**config.mk**
```make
export PLATFORM = sky130hd
export DESIGN_NAME = priority_event_dispatcher_flat
export DESIGN_NICKNAME = d
export VERILOG_FILES = /design/src/rtl/ped_pkg.sv /design/src/rtl/ped_if.sv /design/src/rtl/ped_ram.sv /design/src/rtl/ped_core.sv /design/src/rtl/priority_event_dispatcher.sv /design/src/flat_wrapper.sv
export SDC_FILE = /design/constraint.sdc
export NUM_CORES = 1
export LEC_CHECK = 0
export ABC_CLOCK_PERIOD_IN_PS = 12800
export BUFFER_PORTS_ARGS = -buffer_cell sky130_fd_sc_hd__clkbuf_2
export CORE_ASPECT_RATIO = 0.9
export CORE_UTILIZATION = 40
export DETAILED_ROUTE_END_ITERATION = 8
export PLACE_DENSITY_LB_ADDON = 0.2
export SYNTH_ARGS = -nofsm -noshare
export SYNTH_HDL_FRONTEND = slang
export SYNTH_HIERARCHICAL = 1
export SYNTH_SLANG_ARGS = --single-unit
```
**constraint.sdc**
```tcl
create_clock -name clock -period 12.8 [get_ports clock]
set_input_delay 1.28 -clock clock [delete_from_list [all_inputs] [get_ports clock]]
set_output_delay 1.28 -clock clock [all_outputs]
set_load 0.05 [all_outputs]
```
**src/rtl/ped_pkg.sv**
```systemverilog
// Shared constants, codes and helpers for the priority event dispatcher.
package ped_pkg;

   localparam int NUM_EVENTS         = 8;
   localparam int HANDLERS_PER_EVENT = 4;
   localparam int HANDLER_ID_BITS    = 8;

   // Fixed field widths of the request and response beats.
   localparam int OPCODE_BITS      = 2;
   localparam int EVENT_BITS       = 3;
   localparam int ID_FIELD_BITS    = 8;
   localparam int STATUS_BITS      = 3;

   localparam int EV_IDX_BITS   = (NUM_EVENTS > 1) ? $clog2(NUM_EVENTS) : 1;
   localparam int COUNT_BITS    = $clog2(HANDLERS_PER_EVENT + 1);
   localparam int TBL_DEPTH     = NUM_EVENTS * HANDLERS_PER_EVENT;
   localparam int TBL_ADDR_BITS = (TBL_DEPTH > 1) ? $clog2(TBL_DEPTH) : 1;
   // Stored IDs keep only the bits that both the field and the ID width allow.
   localparam int ID_STORE_BITS =
      (HANDLER_ID_BITS < ID_FIELD_BITS) ? HANDLER_ID_BITS : ID_FIELD_BITS;

   typedef enum logic [OPCODE_BITS-1:0] {
      OP_SIGNAL = 2'd0,
      OP_ADD    = 2'd1,
      OP_HANDLE = 2'd2
   } opcode_type;

   typedef enum logic [STATUS_BITS-1:0] {
      ST_ACCEPTED = 3'd0,
      ST_OVERRUN  = 3'd1,
      ST_ADDED    = 3'd2,
      ST_FULL     = 3'd3,
      ST_DISPATCH = 3'd4,
      ST_CLEARED  = 3'd5,
      ST_NONE     = 3'd6
   } status_type;

   typedef struct packed {
      logic dispatching;
      logic tbl_we;
   } ped_stat_type;

   function automatic logic [TBL_ADDR_BITS-1:0] tbl_addr(
      input logic [EV_IDX_BITS-1:0] ev,
      input logic [COUNT_BITS-1:0]  slot
   );
      return TBL_ADDR_BITS'(int'(ev) * HANDLERS_PER_EVENT + int'(slot));
   endfunction

endpackage

```
**src/rtl/ped_if.sv**
```systemverilog
// Request and response channel interfaces of the priority event dispatcher.
interface ped_req_if;
   logic                                valid;
   logic                                ready;
   logic [ped_pkg::OPCODE_BITS-1:0]     opcode;
   logic [ped_pkg::EVENT_BITS-1:0]      event_num;
   logic [ped_pkg::ID_FIELD_BITS-1:0]   handler_id;

   modport source (output valid, opcode, event_num, handler_id, input ready);
   modport sink   (input valid, opcode, event_num, handler_id, output ready);
endinterface

interface ped_rsp_if;
   logic                                valid;
   logic                                ready;
   logic [ped_pkg::STATUS_BITS-1:0]     status;
   logic [ped_pkg::EVENT_BITS-1:0]      event_out;
   logic [ped_pkg::ID_FIELD_BITS-1:0]   handler_out;
   logic                                last;

   modport source (output valid, status, event_out, handler_out, last, input ready);
   modport sink   (input valid, status, event_out, handler_out, last, output ready);
endinterface

```
**src/rtl/ped_ram.sv**
```systemverilog
// Generic single-port synchronous RAM with a registered read.
module ped_ram #(
   parameter int WIDTH = 8,
   parameter int DEPTH = 32
) (
   input  logic                                         clock,
   input  logic                                         we,
   input  logic [((DEPTH > 1) ? $clog2(DEPTH) : 1)-1:0] addr,
   input  logic [WIDTH-1:0]                             wdata,
   output logic [WIDTH-1:0]                             rdata
);

   logic [WIDTH-1:0] mem_ff [DEPTH];
   logic [WIDTH-1:0] rdata_ff;

   always_ff @(posedge clock) begin
      if (we) begin
         mem_ff[addr] <= wdata;
      end
      rdata_ff <= mem_ff[addr];
   end

   assign rdata = rdata_ff;

endmodule

```
**src/rtl/ped_core.sv**
```systemverilog
// Sequencer holding the pending mask and handler counts, driving the handler table RAM.
module ped_core (
   input  logic                                 clock,
   input  logic                                 reset,
   ped_req_if.sink                              req,
   ped_rsp_if.source                            rsp,
   output logic                                 tbl_we,
   output logic [ped_pkg::TBL_ADDR_BITS-1:0]    tbl_addr,
   output logic [ped_pkg::ID_STORE_BITS-1:0]    tbl_wdata,
   input  logic [ped_pkg::ID_STORE_BITS-1:0]    tbl_rdata,
   output ped_pkg::ped_stat_type                stat
);

   typedef enum logic {
      S_IDLE,
      S_DISP
   } state_type;

   state_type                             state_ff, state_in;
   logic [ped_pkg::NUM_EVENTS-1:0]        pending_ff, pending_in;
   logic [ped_pkg::COUNT_BITS-1:0]        count_ff [ped_pkg::NUM_EVENTS];
   logic [ped_pkg::COUNT_BITS-1:0]        count_in [ped_pkg::NUM_EVENTS];
   logic [ped_pkg::EV_IDX_BITS-1:0]       ev_ff, ev_in;
   logic [ped_pkg::COUNT_BITS-1:0]        n_ff, n_in;
   logic [ped_pkg::COUNT_BITS-1:0]        slot_ff, slot_in;

   logic                                  rsp_valid_ff, rsp_valid_in;
   logic [ped_pkg::STATUS_BITS-1:0]       status_ff, status_in;
   logic [ped_pkg::EVENT_BITS-1:0]        event_ff, event_in;
   logic [ped_pkg::ID_FIELD_BITS-1:0]     handler_ff, handler_in;
   logic                                  last_ff, last_in;

   logic                                  out_free;
   logic                                  accept;
   logic                                  ev_ok;
   logic [ped_pkg::EV_IDX_BITS-1:0]       ev_idx;
   logic                                  found;
   logic [ped_pkg::EV_IDX_BITS-1:0]       first_idx;
   logic [ped_pkg::EV_IDX_BITS-1:0]       sel_ev;
   logic [ped_pkg::COUNT_BITS-1:0]        sel_cnt;
   logic [ped_pkg::COUNT_BITS-1:0]        slot_next;

   assign out_free = !rsp_valid_ff || rsp.ready;
   assign req.ready = (state_ff == S_IDLE) && out_free;
   assign accept = req.valid && req.ready;

   assign ev_ok  = int'(req.event_num) < ped_pkg::NUM_EVENTS;
   assign ev_idx = req.event_num[ped_pkg::EV_IDX_BITS-1:0];

   // Lowest-numbered pending event wins.
   always_comb begin
      found     = 1'b0;
      first_idx = '0;
      for (int i = ped_pkg::NUM_EVENTS - 1; i >= 0; i--) begin
         if (pending_ff[i]) begin
            found     = 1'b1;
            first_idx = ped_pkg::EV_IDX_BITS'(i);
         end
      end
   end

   assign sel_ev    = (req.opcode == ped_pkg::OP_HANDLE) ? first_idx : ev_idx;
   assign sel_cnt   = count_ff[sel_ev];
   assign slot_next = slot_ff + 1'b1;

   always_comb begin
      state_in     = state_ff;
      pending_in   = pending_ff;
      count_in     = count_ff;
      ev_in        = ev_ff;
      n_in         = n_ff;
      slot_in      = slot_ff;
      rsp_valid_in = rsp_valid_ff && !rsp.ready;
      status_in    = status_ff;
      event_in     = event_ff;
      handler_in   = handler_ff;
      last_in      = last_ff;
      tbl_we       = 1'b0;
      tbl_wdata    = req.handler_id[ped_pkg::ID_STORE_BITS-1:0];
      // By default the current slot is read again, so a stalled entry stays in rdata.
      tbl_addr     = ped_pkg::tbl_addr(ev_ff, slot_ff);

      case (state_ff)
         S_IDLE: begin
            if (accept) begin
               handler_in = '0;
               last_in    = 1'b1;
               event_in   = req.event_num;
               case (req.opcode)
                  ped_pkg::OP_SIGNAL: begin
                     rsp_valid_in = 1'b1;
                     if (!ev_ok || pending_ff[ev_idx]) begin
                        status_in = ped_pkg::ST_OVERRUN;
                     end else begin
                        pending_in[ev_idx] = 1'b1;
                        status_in          = ped_pkg::ST_ACCEPTED;
                     end
                  end
                  ped_pkg::OP_ADD: begin
                     rsp_valid_in = 1'b1;
                     if (!ev_ok || int'(sel_cnt) >= ped_pkg::HANDLERS_PER_EVENT) begin
                        status_in = ped_pkg::ST_FULL;
                     end else begin
                        tbl_we           = 1'b1;
                        tbl_addr         = ped_pkg::tbl_addr(ev_idx, sel_cnt);
                        count_in[ev_idx] = sel_cnt + 1'b1;
                        status_in        = ped_pkg::ST_ADDED;
                     end
                  end
                  ped_pkg::OP_HANDLE: begin
                     if (!found) begin
                        rsp_valid_in = 1'b1;
                        status_in    = ped_pkg::ST_NONE;
                        event_in     = '0;
                     end else begin
                        pending_in[first_idx] = 1'b0;
                        event_in              = ped_pkg::EVENT_BITS'(first_idx);
                        if (sel_cnt == '0) begin
                           rsp_valid_in = 1'b1;
                           status_in    = ped_pkg::ST_CLEARED;
                        end else begin
                           ev_in    = first_idx;
                           n_in     = sel_cnt;
                           slot_in  = '0;
                           tbl_addr = ped_pkg::tbl_addr(first_idx, '0);
                           state_in = S_DISP;
                        end
                     end
                  end
                  default: begin
                  end
               endcase
            end
         end
         S_DISP: begin
            if (out_free) begin
               rsp_valid_in = 1'b1;
               status_in    = ped_pkg::ST_DISPATCH;
               event_in     = ped_pkg::EVENT_BITS'(ev_ff);
               handler_in   = ped_pkg::ID_FIELD_BITS'(tbl_rdata);
               last_in      = (slot_next == n_ff);
               if (slot_next == n_ff) begin
                  state_in = S_IDLE;
               end else begin
                  slot_in  = slot_next;
                  tbl_addr = ped_pkg::tbl_addr(ev_ff, slot_next);
               end
            end
         end
         default: begin
            state_in = S_IDLE;
         end
      endcase
   end

   always_ff @(posedge clock) begin
      if (reset) begin
         state_ff     <= S_IDLE;
         pending_ff   <= '0;
         count_ff     <= '{default: '0};
         rsp_valid_ff <= 1'b0;
      end else begin
         state_ff     <= state_in;
         pending_ff   <= pending_in;
         count_ff     <= count_in;
         rsp_valid_ff <= rsp_valid_in;
      end
      ev_ff      <= ev_in;
      n_ff       <= n_in;
      slot_ff    <= slot_in;
      status_ff  <= status_in;
      event_ff   <= event_in;
      handler_ff <= handler_in;
      last_ff    <= last_in;
   end

   assign rsp.valid       = rsp_valid_ff;
   assign rsp.status      = status_ff;
   assign rsp.event_out   = event_ff;
   assign rsp.handler_out = handler_ff;
   assign rsp.last        = last_ff;

   assign stat.dispatching = (state_ff == S_DISP);
   assign stat.tbl_we      = tbl_we;

endmodule

```
**src/rtl/priority_event_dispatcher.sv**
```systemverilog
// Top level of the priority event dispatcher: sequencer, handler table RAM and checks.
// Signal and add beats each answer with one response beat; a new request
// beat is taken in the same cycle that the previous response beat leaves, so such beats
// stream at one per cycle while the response side keeps up. A handle beat that finds an
// event with n registered handlers walks them in order: the handler table sits in a
// single-port RAM that delivers one entry per cycle while the response side keeps up,
// and each entry becomes one dispatch response beat, the final one flagged with last.
// Handle with nothing pending, or with an event that has no handlers, answers with a
// single response beat. The handler table is not cleared after reset; only entries below
// an event's handler count are ever read. Unused opcodes are consumed without a response.
module priority_event_dispatcher (
   input  logic        clock,
   input  logic        reset,
   ped_req_if.sink     req,
   ped_rsp_if.source   rsp
);

   logic                                 tbl_we;
   logic [ped_pkg::TBL_ADDR_BITS-1:0]    tbl_addr;
   logic [ped_pkg::ID_STORE_BITS-1:0]    tbl_wdata;
   logic [ped_pkg::ID_STORE_BITS-1:0]    tbl_rdata;
   ped_pkg::ped_stat_type                stat;

   ped_core u_core (
      .clock     (clock),
      .reset     (reset),
      .req       (req),
      .rsp       (rsp),
      .tbl_we    (tbl_we),
      .tbl_addr  (tbl_addr),
      .tbl_wdata (tbl_wdata),
      .tbl_rdata (tbl_rdata),
      .stat      (stat)
   );

   ped_ram #(
      .WIDTH (ped_pkg::ID_STORE_BITS),
      .DEPTH (ped_pkg::TBL_DEPTH)
   ) u_tbl_ram (
      .clock (clock),
      .we    (tbl_we),
      .addr  (tbl_addr),
      .wdata (tbl_wdata),
      .rdata (tbl_rdata)
   );

   // No new request is taken while a handler list is being walked.
   a_no_accept_in_dispatch: assert property (@(posedge clock) disable iff (reset)
      stat.dispatching |-> !req.ready)
      else $error("request taken during dispatch");

   // The table is never written while its entries are being read out.
   a_no_write_in_dispatch: assert property (@(posedge clock) disable iff (reset)
      stat.tbl_we |-> !stat.dispatching)
      else $error("handler table written during dispatch");

   // Every response other than a dispatch closes its request.
   a_single_beat_last: assert property (@(posedge clock) disable iff (reset)
      (rsp.valid && (rsp.status != ped_pkg::ST_DISPATCH)) |-> rsp.last)
      else $error("non-dispatch response without last");

   // A dispatch beat that is not last is followed by more of the same walk.
   a_walk_continues: assert property (@(posedge clock) disable iff (reset)
      (rsp.valid && rsp.ready && (rsp.status == ped_pkg::ST_DISPATCH) && !rsp.last)
      |-> stat.dispatching)
      else $error("dispatch walk ended before last beat");

endmodule
```
**src/flat_wrapper.sv**
```systemverilog
// flat-port wrapper written by rule: the top's interface ports become plain ports
module priority_event_dispatcher_flat 
  (clock, reset, req_valid, req_opcode, req_event_num, req_handler_id, req_ready, rsp_valid, rsp_status, rsp_event_out, rsp_handler_out, rsp_last, rsp_ready);
  ped_req_if req_i ();
  ped_rsp_if rsp_i ();
  input  logic clock;
  input  logic reset;
  input wire logic [$bits(req_i.valid)-1:0] req_valid;
  input wire logic [$bits(req_i.opcode)-1:0] req_opcode;
  input wire logic [$bits(req_i.event_num)-1:0] req_event_num;
  input wire logic [$bits(req_i.handler_id)-1:0] req_handler_id;
  output wire logic [$bits(req_i.ready)-1:0] req_ready;
  output wire logic [$bits(rsp_i.valid)-1:0] rsp_valid;
  output wire logic [$bits(rsp_i.status)-1:0] rsp_status;
  output wire logic [$bits(rsp_i.event_out)-1:0] rsp_event_out;
  output wire logic [$bits(rsp_i.handler_out)-1:0] rsp_handler_out;
  output wire logic [$bits(rsp_i.last)-1:0] rsp_last;
  input wire logic [$bits(rsp_i.ready)-1:0] rsp_ready;
  assign req_i.valid = req_valid;
  assign req_i.opcode = req_opcode;
  assign req_i.event_num = req_event_num;
  assign req_i.handler_id = req_handler_id;
  assign req_ready = req_i.ready;
  assign rsp_valid = rsp_i.valid;
  assign rsp_status = rsp_i.status;
  assign rsp_event_out = rsp_i.event_out;
  assign rsp_handler_out = rsp_i.handler_out;
  assign rsp_last = rsp_i.last;
  assign rsp_i.ready = rsp_ready;
  priority_event_dispatcher u_core (.clock(clock), .reset(reset), .req(req_i), .rsp(rsp_i));
endmodule
```
---- Word-level counts from Yosys, hierarchy flattened ----
Memory sizes are Yosys's and may differ from the RTL's. A register that Yosys moved wholly into a read port is not among the register bits.
Index checks and enable logic that the tools add are counted.
storage, ports and cells
  register bits after elaboration ......... 58
  memory bits (writable) .................. 256
  input port bits ......................... 17
  output and inout bits ................... 17
  word-level logic and storage cells ...... 157
  memories kept ........................... 1
operators by class
  add/sub/neg operators ................... 5
  magnitude comparators ................... 8
  equal/unequal tests ..................... 13
  mux-type cells .......................... 85
  bitwise gates (word level) .............. 8
  reduce and logical (&&, ||, !) cells .... 19
memory list
  name                     words  width  read ports  clocked after memory_dff  write ports  line           source
  u_core.u_tbl_ram.mem_ff  32     8      1           1                         1            ped_ram.sv:13  logic [WIDTH-1:0] mem_ff [DEPTH];
operator list
  kind                                                       count
  two-way mux 3 bit                                          26
  two-way mux 8 bit                                          4
  case mux 8 bit (2 select lines)                            2
  two-way mux 1 bit                                          31
  two-way mux 5 bit                                          6
  bitwise mux 24 bit                                         1
  case mux 5 bit (2 select lines)                            2
  case mux 3 bit (2 select lines)                            3
  adder 5 x 3 -> 5 bit                                       3
  inequality test 2 bit (second input constant)              6
  AND reduction 5 bit                                        2
  binary-select mux 3 bit (select 3 bit)                     1
  demux 3 bit (select 3 bit)                                 1
  case mux 3 bit (3 select lines)                            1
  bitwise AND 8 bit                                          1
  greater-or-equal comparator 4 bit (second input constant)  2
  < comparator 3 x 4 -> 1 bit (second input constant)        2
  NOT 3 -> 4 bit                                             2
  NOT 8 bit                                                  1
  bitwise OR 8 bit                                           1
  case mux 1 bit (2 select lines)                            4
  AND reduction 4 bit                                        2
  adder 3 x 1 -> 3 bit (second input constant)               2
  demux 1 bit (select 3 bit)                                 2
  other kinds (20)                                           30

---- Logic depth before layout (Yosys ltp) ----
Gate-level depths: netlist of run 1.
  depth after elaboration ................. 20
  mapped depth ............................ 22
  mapped depth without buffers ............ 19

---- Hierarchy ----
Netlist of run 1, hierarchy kept.
modules (own cells, without submodules)
  module    instances  cells each  area each (µm²)  seq. area each (µm²)
  ped_ram   1          576         10201.0          7847.5
  ped_core  1          373         3517.1           1401.3

---- Worst setup path after synthesis of run 1 ----
No wires, ideal clock.
  path kind ............................... in2reg
  start point ............................. input req_opcode[0]
  end point ............................... memory u_core.u_tbl_ram.mem_ff[27][0], enable pin
  arrival time ............................ 5151 ps
  data required time ...................... 12417 ps
  setup slack ............................. 7266 ps
  stages on the path ...................... 17
  buffers on the path ..................... 6
  cell sequence ........................... inv_1 > ha_1 > buf_2 > clkbuf_1 > a21oi_1 > mux2i_1 > mux2i_1 > ha_1 > a21o_1 > buf_6 > a211oi_1 > o311ai_0 > clkbuf_1 > buf_2 > buf_2 > nand3_1 > nor3_1
on the way
  elaborated cells on any way between the ends .. 22
RTL lines
  element                                                                       line                             source
  start: declaration                                                            flat_wrapper.sv:9                input wire logic [$bits(req_i.opcode)-1:0] req_opcode;
  parallel branches: the longest is 9 deep, another holds adder 5 x 3 -> 5 bit  -
  case mux 5 bit (2 select lines) (*)                                           ped_core.sv:89                   case (req.opcode)
  two-way mux 5 bit (*)                                                         ped_core.sv:85                   if (accept) begin
  case mux 5 bit (2 select lines) (*)                                           ped_core.sv:83                   case (state_ff)
  named net u_core.tbl_addr, one bit                                            priority_event_dispatcher.sv:19  logic [ped_pkg::TBL_ADDR_BITS-1:0] tbl_addr;
  end: declaration                                                              ped_ram.sv:13
Mark *: on every way through the listed nets, which the timed path passes. The select of a mux whose other input is x is not followed.

---- Final worst setup path of run 1 ----
  start point ............................. input req_opcode[0]
  end point ............................... memory u_core.u_tbl_ram.mem_ff[27][2], enable pin
The elaborated chain is that of the path after synthesis.

==> summary.txt, run 1 <==
Critical path
  • CP startpoint kind: input pin
  • Worst Setup Path Type: in -> reg
  • CP startpoint: req_opcode[0]
  • Register-to-register setup slack: between 6 and 7 ns
  • Worst Reg-to-Reg Cells: 13
  • Worst R2R End: u_core/u_tbl_ram/mem_ff[27][2]
  • Launch point of the worst reg-to-reg path: u_core/u_core/pending_ff[6]
  • Crit path to: u_core/u_tbl_ram/mem_ff[27][2]
  • Data required time of the worst path: 12.94 ns
  • Crit. End Element: register
  • CP Max Fanout: 132
  • Arr. time, crit path: 7.40 ns

Power
  • P_leak: 5.77 nW
  • Max VDD drop: roughly 0.11 mV
  • PD cells: ~150 mW/mm²

Global routing
  • Vias in the first global route: around 7700
  • Total grt overflow: 0
  • GRT Overall Usage: between 10% and 20%
  • Initial antenna violation count: 0
  • First-pass GRT wire length: 48.3 mm
  • Largest net degree at the start of global routing: approximately 130

Min path
  • Hold crit path type: reg -> reg
  • Hold Path Depth: 2

Timing
  • Max_slew headroom: 12.0%
  • Worst-case clock skew: between 0.015 and 0.02 ns
  • RSZ-0062 raised after global routing: false
  • Final Hold Vio Count: 0
  • Setup Total Neg Slack: 0 ns
  • Slew Viols, Final: 0
  • Shortest period the worst path allows: between 7 and 8 ns
  • Fmax: around 140 MHz
  • Final setup violation count: 0
  • Final Cycle Share: between 50% and 60%
  • Worst Tran Pin Value: 1.31 ns

Route
  • Vias after detailed routing: between 8000 and 9000
  • Vias/cell: between 5 and 6
  • Remaining DRCs: 0
  • Drt wl/cell: 22.4 µm
  • Total Wirelength: around 32 mm
  • Routed Antenna Nets: 0
  • Pre-Repair DR Iteration Count: 5
  • DRT iter0 DRCs: roughly 800

Floorplanning
  • Total die area: about 0.035 mm²
  • Die width: 197 µm
  • Core box area: 0.0333 mm²
  • Initial core utilization: around two fifths
  • Die span in y: 178 µm
  • I/O pin total: 34
  • Rows: between 60 and 70

Place
  • Hpwl dp: 20.6 mm
  • I/O Buffers: 33
  • Gpl congestion: ~0.90
  • Placed Cells: around 1400

Clocking
  • Num CTS Buffers: 35
  • Clk_lat worst skew: 0.53 ns
  • CTS clk-pin slew, worst paths: roughly 0.060 ns
  • Post-CTS Setup Inserts: 0
  • Clock Path Buffers: 3
  • CTS H-tree depth: 2
  • Cts repair resizes: 0
  • Hold Buf Count CTS: 0
  • Root buffer selected by CTS: clkbuf_16
  • Clock Sinks: 322
  • CTS tree: done

Finish
  • Nets: 992
  • Layout area overhead: 12.2%
  • Share of cells above drive strength 1: a little under an eighth
  • Non-Filler Instances: about 1400
  • Inserted Diodes: 0
  • Most common cell after layout, fill and taps aside: edfxtp_1
  • Fillers: 2957
  • Most frequent cells in the layout: edfxtp_1, mux2i_1, nor2_1

Yosys
  • Synthesis Warnings: 6
  • Cell area after synthesis: 0.0137 mm²
  • Mapped Nets: between 900 and 1000
  • Syn Inst Count: 947
  • Syn avg cell area: roughly 14 µm²

Outcome
  • Outcome: finished clean

Flow run
  • Max_cap viols: 0
==> stage by stage <==
stage / hold WS [ns] / power [mW] / worst slack [ns] / util [%] / instance area, µm²
final: 0.492 / 2.35 / 5.54 / 46.1 / 15400
after global routing: 0.529 / 2.42 / 5.07 / 46.1 / 15400
after CTS: 0.499 / 2.37 / 5.54 / 46.1 / 15400
after detailed placement: 0.485 / 1.34 / 4.99 / 42.6 / 14200
after global placement: 0.483 / 1.34 / 5.31 / 42.6 / 14200
after floorplan: 0.454 / 1.29 / 7.27 / - / 13700
==> per-layer routing <==
layer / up-vias / GRT usage (%) / share of wire, %
li1: 3694 / - / -
met1: 4008 / 28.2 / 48
met2: 270 / 27.6 / 44
met3: 40 / 4.12 / 6.7
met4: 0 / 4.78 / 1.6
met5: - / 0 / 0
==> critical path, cell delays in order <==
cell	delay, ns
clkbuf_2	0.10
inv_1	0.09
ha_1	0.70
mux2i_4	0.52
mux2i_1	0.24
mux2i_1	0.09
mux2i_1	0.63
ha_1	0.38
a21o_1	0.32
a211oi_1	0.18
o311ai_2	0.36
buf_12	0.72
nand3_1	0.67
nor3_1	1.06
==> flip-flops by register name (all words and copies together) (netlist names) <==
name                           cells
u_core/u_core/slot_ff              3
u_core/u_core/rsp.status           3
u_core/u_core/pending_ff           8
u_core/u_core/rsp.handler_out      8
u_core/u_core/state_ff             1
u_core/u_tbl_ram/rdata             8
u_core/u_core/rsp.event_out        3
u_core/u_core/count_ff            24
u_core/u_core/n_ff                 3
u_core/u_core/rsp.valid            1
u_core/u_tbl_ram/mem_ff          256
u_core/u_core/ev_ff                3
u_core/u_core/rsp.last             1
==> worst min-delay path by stage <==
stage,slack [ns],start,endpoint
floorplan,0.45,u_core/u_core/count_ff[8],u_core/u_core/count_ff[8]
global placement,0.48,u_core/u_core/count_ff[19],u_core/u_core/count_ff[19]
detailed placement,0.48,u_core/u_core/count_ff[9],u_core/u_core/count_ff[9]
CTS,0.50,u_core/u_core/count_ff[9],u_core/u_core/count_ff[9]
global route,0.53,u_core/u_core/count_ff[13],u_core/u_core/count_ff[13]
finish,0.49,u_core/u_core/count_ff[9],u_core/u_core/count_ff[9]
==> power by group <==
group,switching [mW],internal [mW],total (mW)
Combinational,0.117,0.0504,0.167
Clock,0.406,0.617,1.02
Sequential,0.00355,1.15,1.15
==> final cells by class <==
cell class / instances / area [µm²] / share of cell area [%]
multi-input cells: 544 / 4080 / 26.6
flip-flops and latches: 322 / 9250 / 60.2
clock buffers: 41 / 920 / 5.98
clock inverters: 22 / 246 / 1.60
repair buffers: 40 / 230 / 1.50
inverters: 19 / 71.3 / 0.464
well taps: 455 / 569 / 3.70
Power figures use the tool's default switching activity.
==> inputs of run 2 (changes only) <==
--- a/config.mk
+++ b/config.mk
@@ -5,7 +5,7 @@
 export SDC_FILE = /design/constraint.sdc
 export NUM_CORES = 1
 export LEC_CHECK = 0
-export ABC_CLOCK_PERIOD_IN_PS = 12800
+export ABC_CLOCK_PERIOD_IN_PS = 7600
 export BUFFER_PORTS_ARGS = -buffer_cell sky130_fd_sc_hd__clkbuf_2
 export CORE_ASPECT_RATIO = 0.9
 export CORE_UTILIZATION = 40
==> constraint.sdc (replaced) <==
create_clock -name clock -period 7.6 [get_ports clock]
set_input_delay 0.76 -clock clock [delete_from_list [all_inputs] [get_ports clock]]
set_output_delay 0.76 -clock clock [all_outputs]
set_load 0.05 [all_outputs]
==> summary.txt, run 2 (synthesized netlist as in run 1, its figures left out) <==
Finish
  • Final Instance Area: 0.0153 mm²
  • Number of flip-flops in the largest register: approximately 260
  • Most frequent cells in the layout: edfxtp_1, mux2i_1, nor2_1
  • Non-Filler Instances: between 1000 and 1500
  • Most common cell after layout, fill and taps aside: edfxtp_1
  • Share of cells above drive strength 1: about an eighth
  • Layout area overhead: 11.9%
  • Top reg by flops: u_core/u_tbl_ram/mem_ff
  • Nets: 1000
  • Biggest regs: u_core/u_tbl_ram/mem_ff: 256 flops, u_core/u_core/count_ff: 24 flops
  • Final core occ: between 40% and 50%
  • Inserted Diodes: 0

Timing
  • Final Cycle Share: 79.6%
  • Worst Tran Pin Value: 1.12 ns
  • Max_slew headroom: 24.5%
  • WHS: 0.495 ns
  • Final Hold Vio Count: 0
  • Worst-case clock skew: roughly 0.014 ns
  • Final setup violation count: 0
  • Setup Total Neg Slack: 0 ns
  • Shortest period the worst path allows: 6.05 ns
  • Final worst slack: 1.55 ns
  • Fmax: 165 MHz
  • Slew Viols, Final: 0
  • RSZ-0062 raised after global routing: false

Critical path
  • CP Max Fanout: 92
  • Data required time of the worst path: 7.95 ns
  • Crit. End Element: register
  • CP startpoint kind: register
  • Worst Setup Path Type: reg -> reg
  • Arr. time, crit path: roughly 6.4 ns

Global routing
  • Grt met1 use: roughly 30%
  • GRT Overall Usage: 19.5%
  • Total grt overflow: 0
  • GRT met3 Usage: between 3 and 4%
  • Most Crowded Layer GR: met1
  • Vias in the first global route: between 7000 and 8000
  • Initial antenna violation count: 1
  • Largest net degree at the start of global routing: between 90 and 100
  • Met2 usage in global routing: 28.9%
  • First-pass GRT wire length: 50.4 mm

Route
  • Pre-Repair DR Iteration Count: 8
  • Vias/cell: around 5.6
  • Total Wirelength: 33.7 mm
  • Remaining DRCs: 0
  • Routed Antenna Nets: 0
  • DRT iter0 DRCs: approximately 770
  • Vias after detailed routing: 8118
  • Drt wl/cell: approximately 23 µm

Outcome
  • Outcome: finished clean

Floorplanning
  • Rows: between 60 and 70
  • Total die area: between 0.03 and 0.04 mm²
  • Core box area: ~0.033 mm²
  • I/O pin total: 34
  • Initial core utilization: 41.1%
  • Die span in y: 178 µm
  • Die width: 197 µm

Power
  • PD cells: roughly 250 mW/mm²
  • Max VDD drop: approximately 0.19 mV
  • P_leak: ~5.8 nW
  • Total power: 3.80 mW

Place
  • I/O Buffers: 33
  • Gpl congestion: around 0.90
  • Hpwl dp: 21.5 mm
  • Place WS: approximately 1.5 ns
  • Area after DPL: 0.0143 mm²
  • Placed Cells: ~1400

Clocking
  • CTS H-tree depth: 2
  • CTS clk-pin slew, worst paths: 0.06 ns
  • Root buffer selected by CTS: clkbuf_16
  • Clock Sinks: ~320
  • Num CTS Buffers: 35
  • Hold Buf Count CTS: 0
  • CTS tree: done
  • Clock Path Buffers: 3
  • Cts repair resizes: 0
  • Clk_lat worst skew: between 0.5 and 0.6 ns
  • Post-CTS Setup Inserts: 0

Flow run
  • Max_cap viols: 0

Min path
  • Hold crit path type: reg -> reg
run 2: cell count changes in the layout (fill, tap and decap cells not counted), moves of 3 or more:
cell	delta
clkinv_2	-3
clkbuf_1	+11
buf_4	+7
bufinv_16	-5
clkinv_1	-3
run 2: cell type report:
class | count | area [µm²]
fillers | 2943 | 18000
flip-flops and latches | 322 | 9250
multi-input cells | 544 | 4080
clock buffers | 55 | 1010
well taps | 455 | 569
repair buffers | 48 | 303
inverters | 19 | 71.3
clock inverters | 8 | 37.5
run 2: critical path, cell delays in order, from the launching register on:
cell and delay [ns]:
dfxtp_1 0.38, o41ai_2 0.72, inv_2 0.17, mux2i_4 0.35
mux4_1 0.60, mux2i_1 0.21, ha_1 0.27, a21o_1 0.33
a211oi_1 0.19, o311ai_2 0.50, buf_12 0.50, mux2i_1 0.29
o22ai_1 0.10, nor4_1 0.95, nand2_1 0.12
run 2: where the power goes:
group          internal, mW  switching (mW)  total, mW
sequential             1.94          0.0133       1.95
clock                 0.915           0.652       1.57
combinational        0.0862           0.194      0.280
total                  2.94           0.859       3.80
run 2: layer usage:
metal  up-vias  share of wire [%]
li1       3709                  -
met1      4071                 48
met2       291                 44
met3        47                6.4
met4         0                1.5
met5         -                  0
run 2: final timing paths:
kind,cells after the start,endpoint,slack [ns],start
worst min-delay path,2,u_core/u_core/count_ff[18],0.49,u_core/u_core/count_ff[18]
worst min register to register,2,u_core/u_core/count_ff[18],0.49,u_core/u_core/count_ff[18]
worst max register to register,14,u_core/u_tbl_ram/rdata[1],1.55,u_core/u_core/pending_ff[4]
worst max-delay path,14,u_core/u_tbl_ram/rdata[1],1.55,u_core/u_core/pending_ff[4]
==> inputs of run 3 (changes only) <==
--- a/config.mk
+++ b/config.mk
@@ -5,7 +5,7 @@
 export SDC_FILE = /design/constraint.sdc
 export NUM_CORES = 1
 export LEC_CHECK = 0
-export ABC_CLOCK_PERIOD_IN_PS = 7600
+export ABC_CLOCK_PERIOD_IN_PS = 6300
 export BUFFER_PORTS_ARGS = -buffer_cell sky130_fd_sc_hd__clkbuf_2
 export CORE_ASPECT_RATIO = 0.9
 export CORE_UTILIZATION = 40
==> constraint.sdc (replaced) <==
create_clock -name clock -period 6.3 [get_ports clock]
set_input_delay 0.63 -clock clock [delete_from_list [all_inputs] [get_ports clock]]
set_output_delay 0.63 -clock clock [all_outputs]
set_load 0.05 [all_outputs]
==> summary.txt, run 3 (synthesized netlist as in run 1, its figures left out) <==
Outcome
  • Outcome: finished clean

Clocking
  • Clock Path Buffers: 3
  • CTS H-tree depth: 2
  • Clock Sinks: around 320
  • Num CTS Buffers: 36
  • Hold Buf Count CTS: 0
  • CTS tree: done
  • Root buffer selected by CTS: clkbuf_16
  • Clk_lat worst skew: roughly 0.53 ns
  • Post-CTS Setup Inserts: 0
  • Cts repair resizes: 0
  • CTS clk-pin slew, worst paths: around 0.060 ns

Finish
  • Non-Filler Instances: 1475
  • Inserted Diodes: 0
  • Final Instance Area: around 0.016 mm²
  • Final core occ: 46.7%
  • Most frequent cells in the layout: edfxtp_1, mux2i_1, nor2_1
  • Nets: a little over 1000
  • Biggest regs: u_core/u_tbl_ram/mem_ff: 256 flops, u_core/u_core/count_ff: 24 flops
  • Number of flip-flops in the largest register: approximately 260
  • Sequential standard cell area: ~0.0092 mm²
  • Top reg by flops: u_core/u_tbl_ram/mem_ff
  • Fillers: roughly 2900
  • Most common cell after layout, fill and taps aside: edfxtp_1
  • Area of the multi-input gates: approximately 0.0041 mm²
  • Share of cells above drive strength 1: between 10% and 20%
  • Layout area overhead: 13.7%

Power
  • Max VDD drop: around 0.26 mV
  • P_leak: slightly below 6 nW
  • Clk pwr share: between 40 and 50%
  • Total power: ~4.7 mW
  • Sw Ratio: around 22%
  • Sequential share of power: roughly 50%
  • Comb pwr share: 7.3%
  • Internal power: around 3.7 mW
  • NetSw: 1.06 mW
  • PD cells: approximately 300 mW/mm²

Global routing
  • First-pass GRT wire length: around 50 mm
  • Vias in the first global route: roughly 8000
  • Total grt overflow: 0
  • GRT Overall Usage: just under 20%
  • Largest net degree at the start of global routing: 53
  • Initial antenna violation count: 1

Timing
  • WHS: between 0.4 and 0.5 ns
  • Final worst slack: between 0.7 and 0.8 ns
  • Slew Viols, Final: 0
  • Final Hold Vio Count: 0
  • Worst-case clock skew: about 0.024 ns
  • Setup Total Neg Slack: 0 ns
  • Max_slew headroom: 31.9%
  • Worst Tran Pin Value: 1.02 ns
  • Final setup violation count: 0
  • Fmax: approximately 180 MHz
  • Shortest period the worst path allows: between 5 and 6 ns
  • Final Cycle Share: between 80 and 90%
  • RSZ-0062 raised after global routing: false

Floorplanning
  • Die span in y: around 180 µm
  • Initial core utilization: 41.1%
  • Core box area: about 0.033 mm²
  • Total die area: 0.0350 mm²
  • Die width: a little under 200 µm
  • Rows: 63
  • I/O pin total: 34

Place
  • Place WS: roughly 0.67 ns
  • Hpwl dp: 21.9 mm
  • I/O Buffers: 33
  • Placed Cells: between 1000 and 1500
  • Area after DPL: approximately 0.014 mm²
  • Gpl congestion: a little under 0.9

Min path
  • Hold crit path type: reg -> reg

Critical path
  • CP max-delay cell: nor4_1
  • CP Max Fanout: 15
  • Cell Chain, Critical Path: o41ai_2 > inv_2 > mux2i_4 > mux4_1 > mux2i_1 > ha_1 > a21o_1 > mux2i_1 > o21ai_1 > buf_4 > nand4bb_1 > buf_4 > o22ai_1 > nor4_1 > nand2_1
  • Data required time of the worst path: about 6.7 ns
  • Worst Setup Path Type: reg -> reg
  • Delay of the slowest cell on the worst path: approximately 0.76 ns
  • CP Buf/Inv Count: 3
  • CP startpoint kind: register
  • Arr. time, crit path: ~5.9 ns
  • CP delay by family, top: compound AO/OA/AOI/OAI gates
  • Crit. End Element: register

Route
  • Total Wirelength: approximately 33 mm
  • Remaining DRCs: 0
  • Vias after detailed routing: between 8000 and 9000
  • Routed Antenna Nets: 0
  • DRT iter0 DRCs: ~680
  • Vias/cell: 5.54
  • Pre-Repair DR Iteration Count: 5
  • Drt wl/cell: between 20 and 25 µm

Flow run
  • Max_cap viols: 0
## run 3: cell types whose count changed in the layout (fill, tap and decap cells not counted), sizes merged
cell	delta
clkbuf	-4
clkinvlp	+3
clkinv	+1
bufinv	+2
buf	+22
## run 3: cell type report
type	instances	share of cell area, %
clock buffers	51	6.48
clock inverters	14	0.843
inverters	19	0.458
multi-input cells	544	26.2
flip-flops and latches	322	59.4
well taps	455	3.65
repair buffers	70	3.00
## run 3: power by group through the flow
| stage | logic, mW | clock network [mW] | registers [mW] |
|---|---|---|---|
| floorplan | 0.215 | 0 | 2.41 |
| global placement | 0.340 | 0 | 2.40 |
| detailed placement | 0.341 | 0 | 2.40 |
| CTS | 0.342 | 2.06 | 2.35 |
| global route | 0.368 | 2.15 | 2.35 |
| finish | 0.342 | 2.02 | 2.35 |
## run 3: worst register-to-register path, stage by stage (launching register included)
cell	delay [ns]
dfxtp_1	0.37
o41ai_2	0.64
inv_2	0.14
mux2i_4	0.36
mux4_1	0.61
mux2i_1	0.20
ha_1	0.24
a21o_1	0.34
mux2i_1	0.12
o21ai_1	0.56
buf_4	0.31
nand4bb_1	0.29
buf_4	0.18
o22ai_1	0.09
nor4_1	0.76
nand2_1	0.16
## run 3: path summary, 6_finish.rpt
kind                                    start                         end  slack [ns]  depth (start not counted)
setup / recovery  u_core/u_core/pending_ff[4]   u_core/u_tbl_ram/rdata[1]        0.77                         15
hold / removal     u_core/u_core/count_ff[19]  u_core/u_core/count_ff[19]        0.49                          2
setup reg to reg  u_core/u_core/pending_ff[4]   u_core/u_tbl_ram/rdata[1]        0.77                         15
hold reg to reg    u_core/u_core/count_ff[19]  u_core/u_core/count_ff[19]        0.49                          2
## run 3: routing by layer
layer	GRT usage, %	share of wire (%)	vias up
li1	-	-	3759
met1	28.8	48	4109
met2	28.6	43	262
met3	4.03	6.6	44
met4	4.72	1.6	0
met5	0	0	-
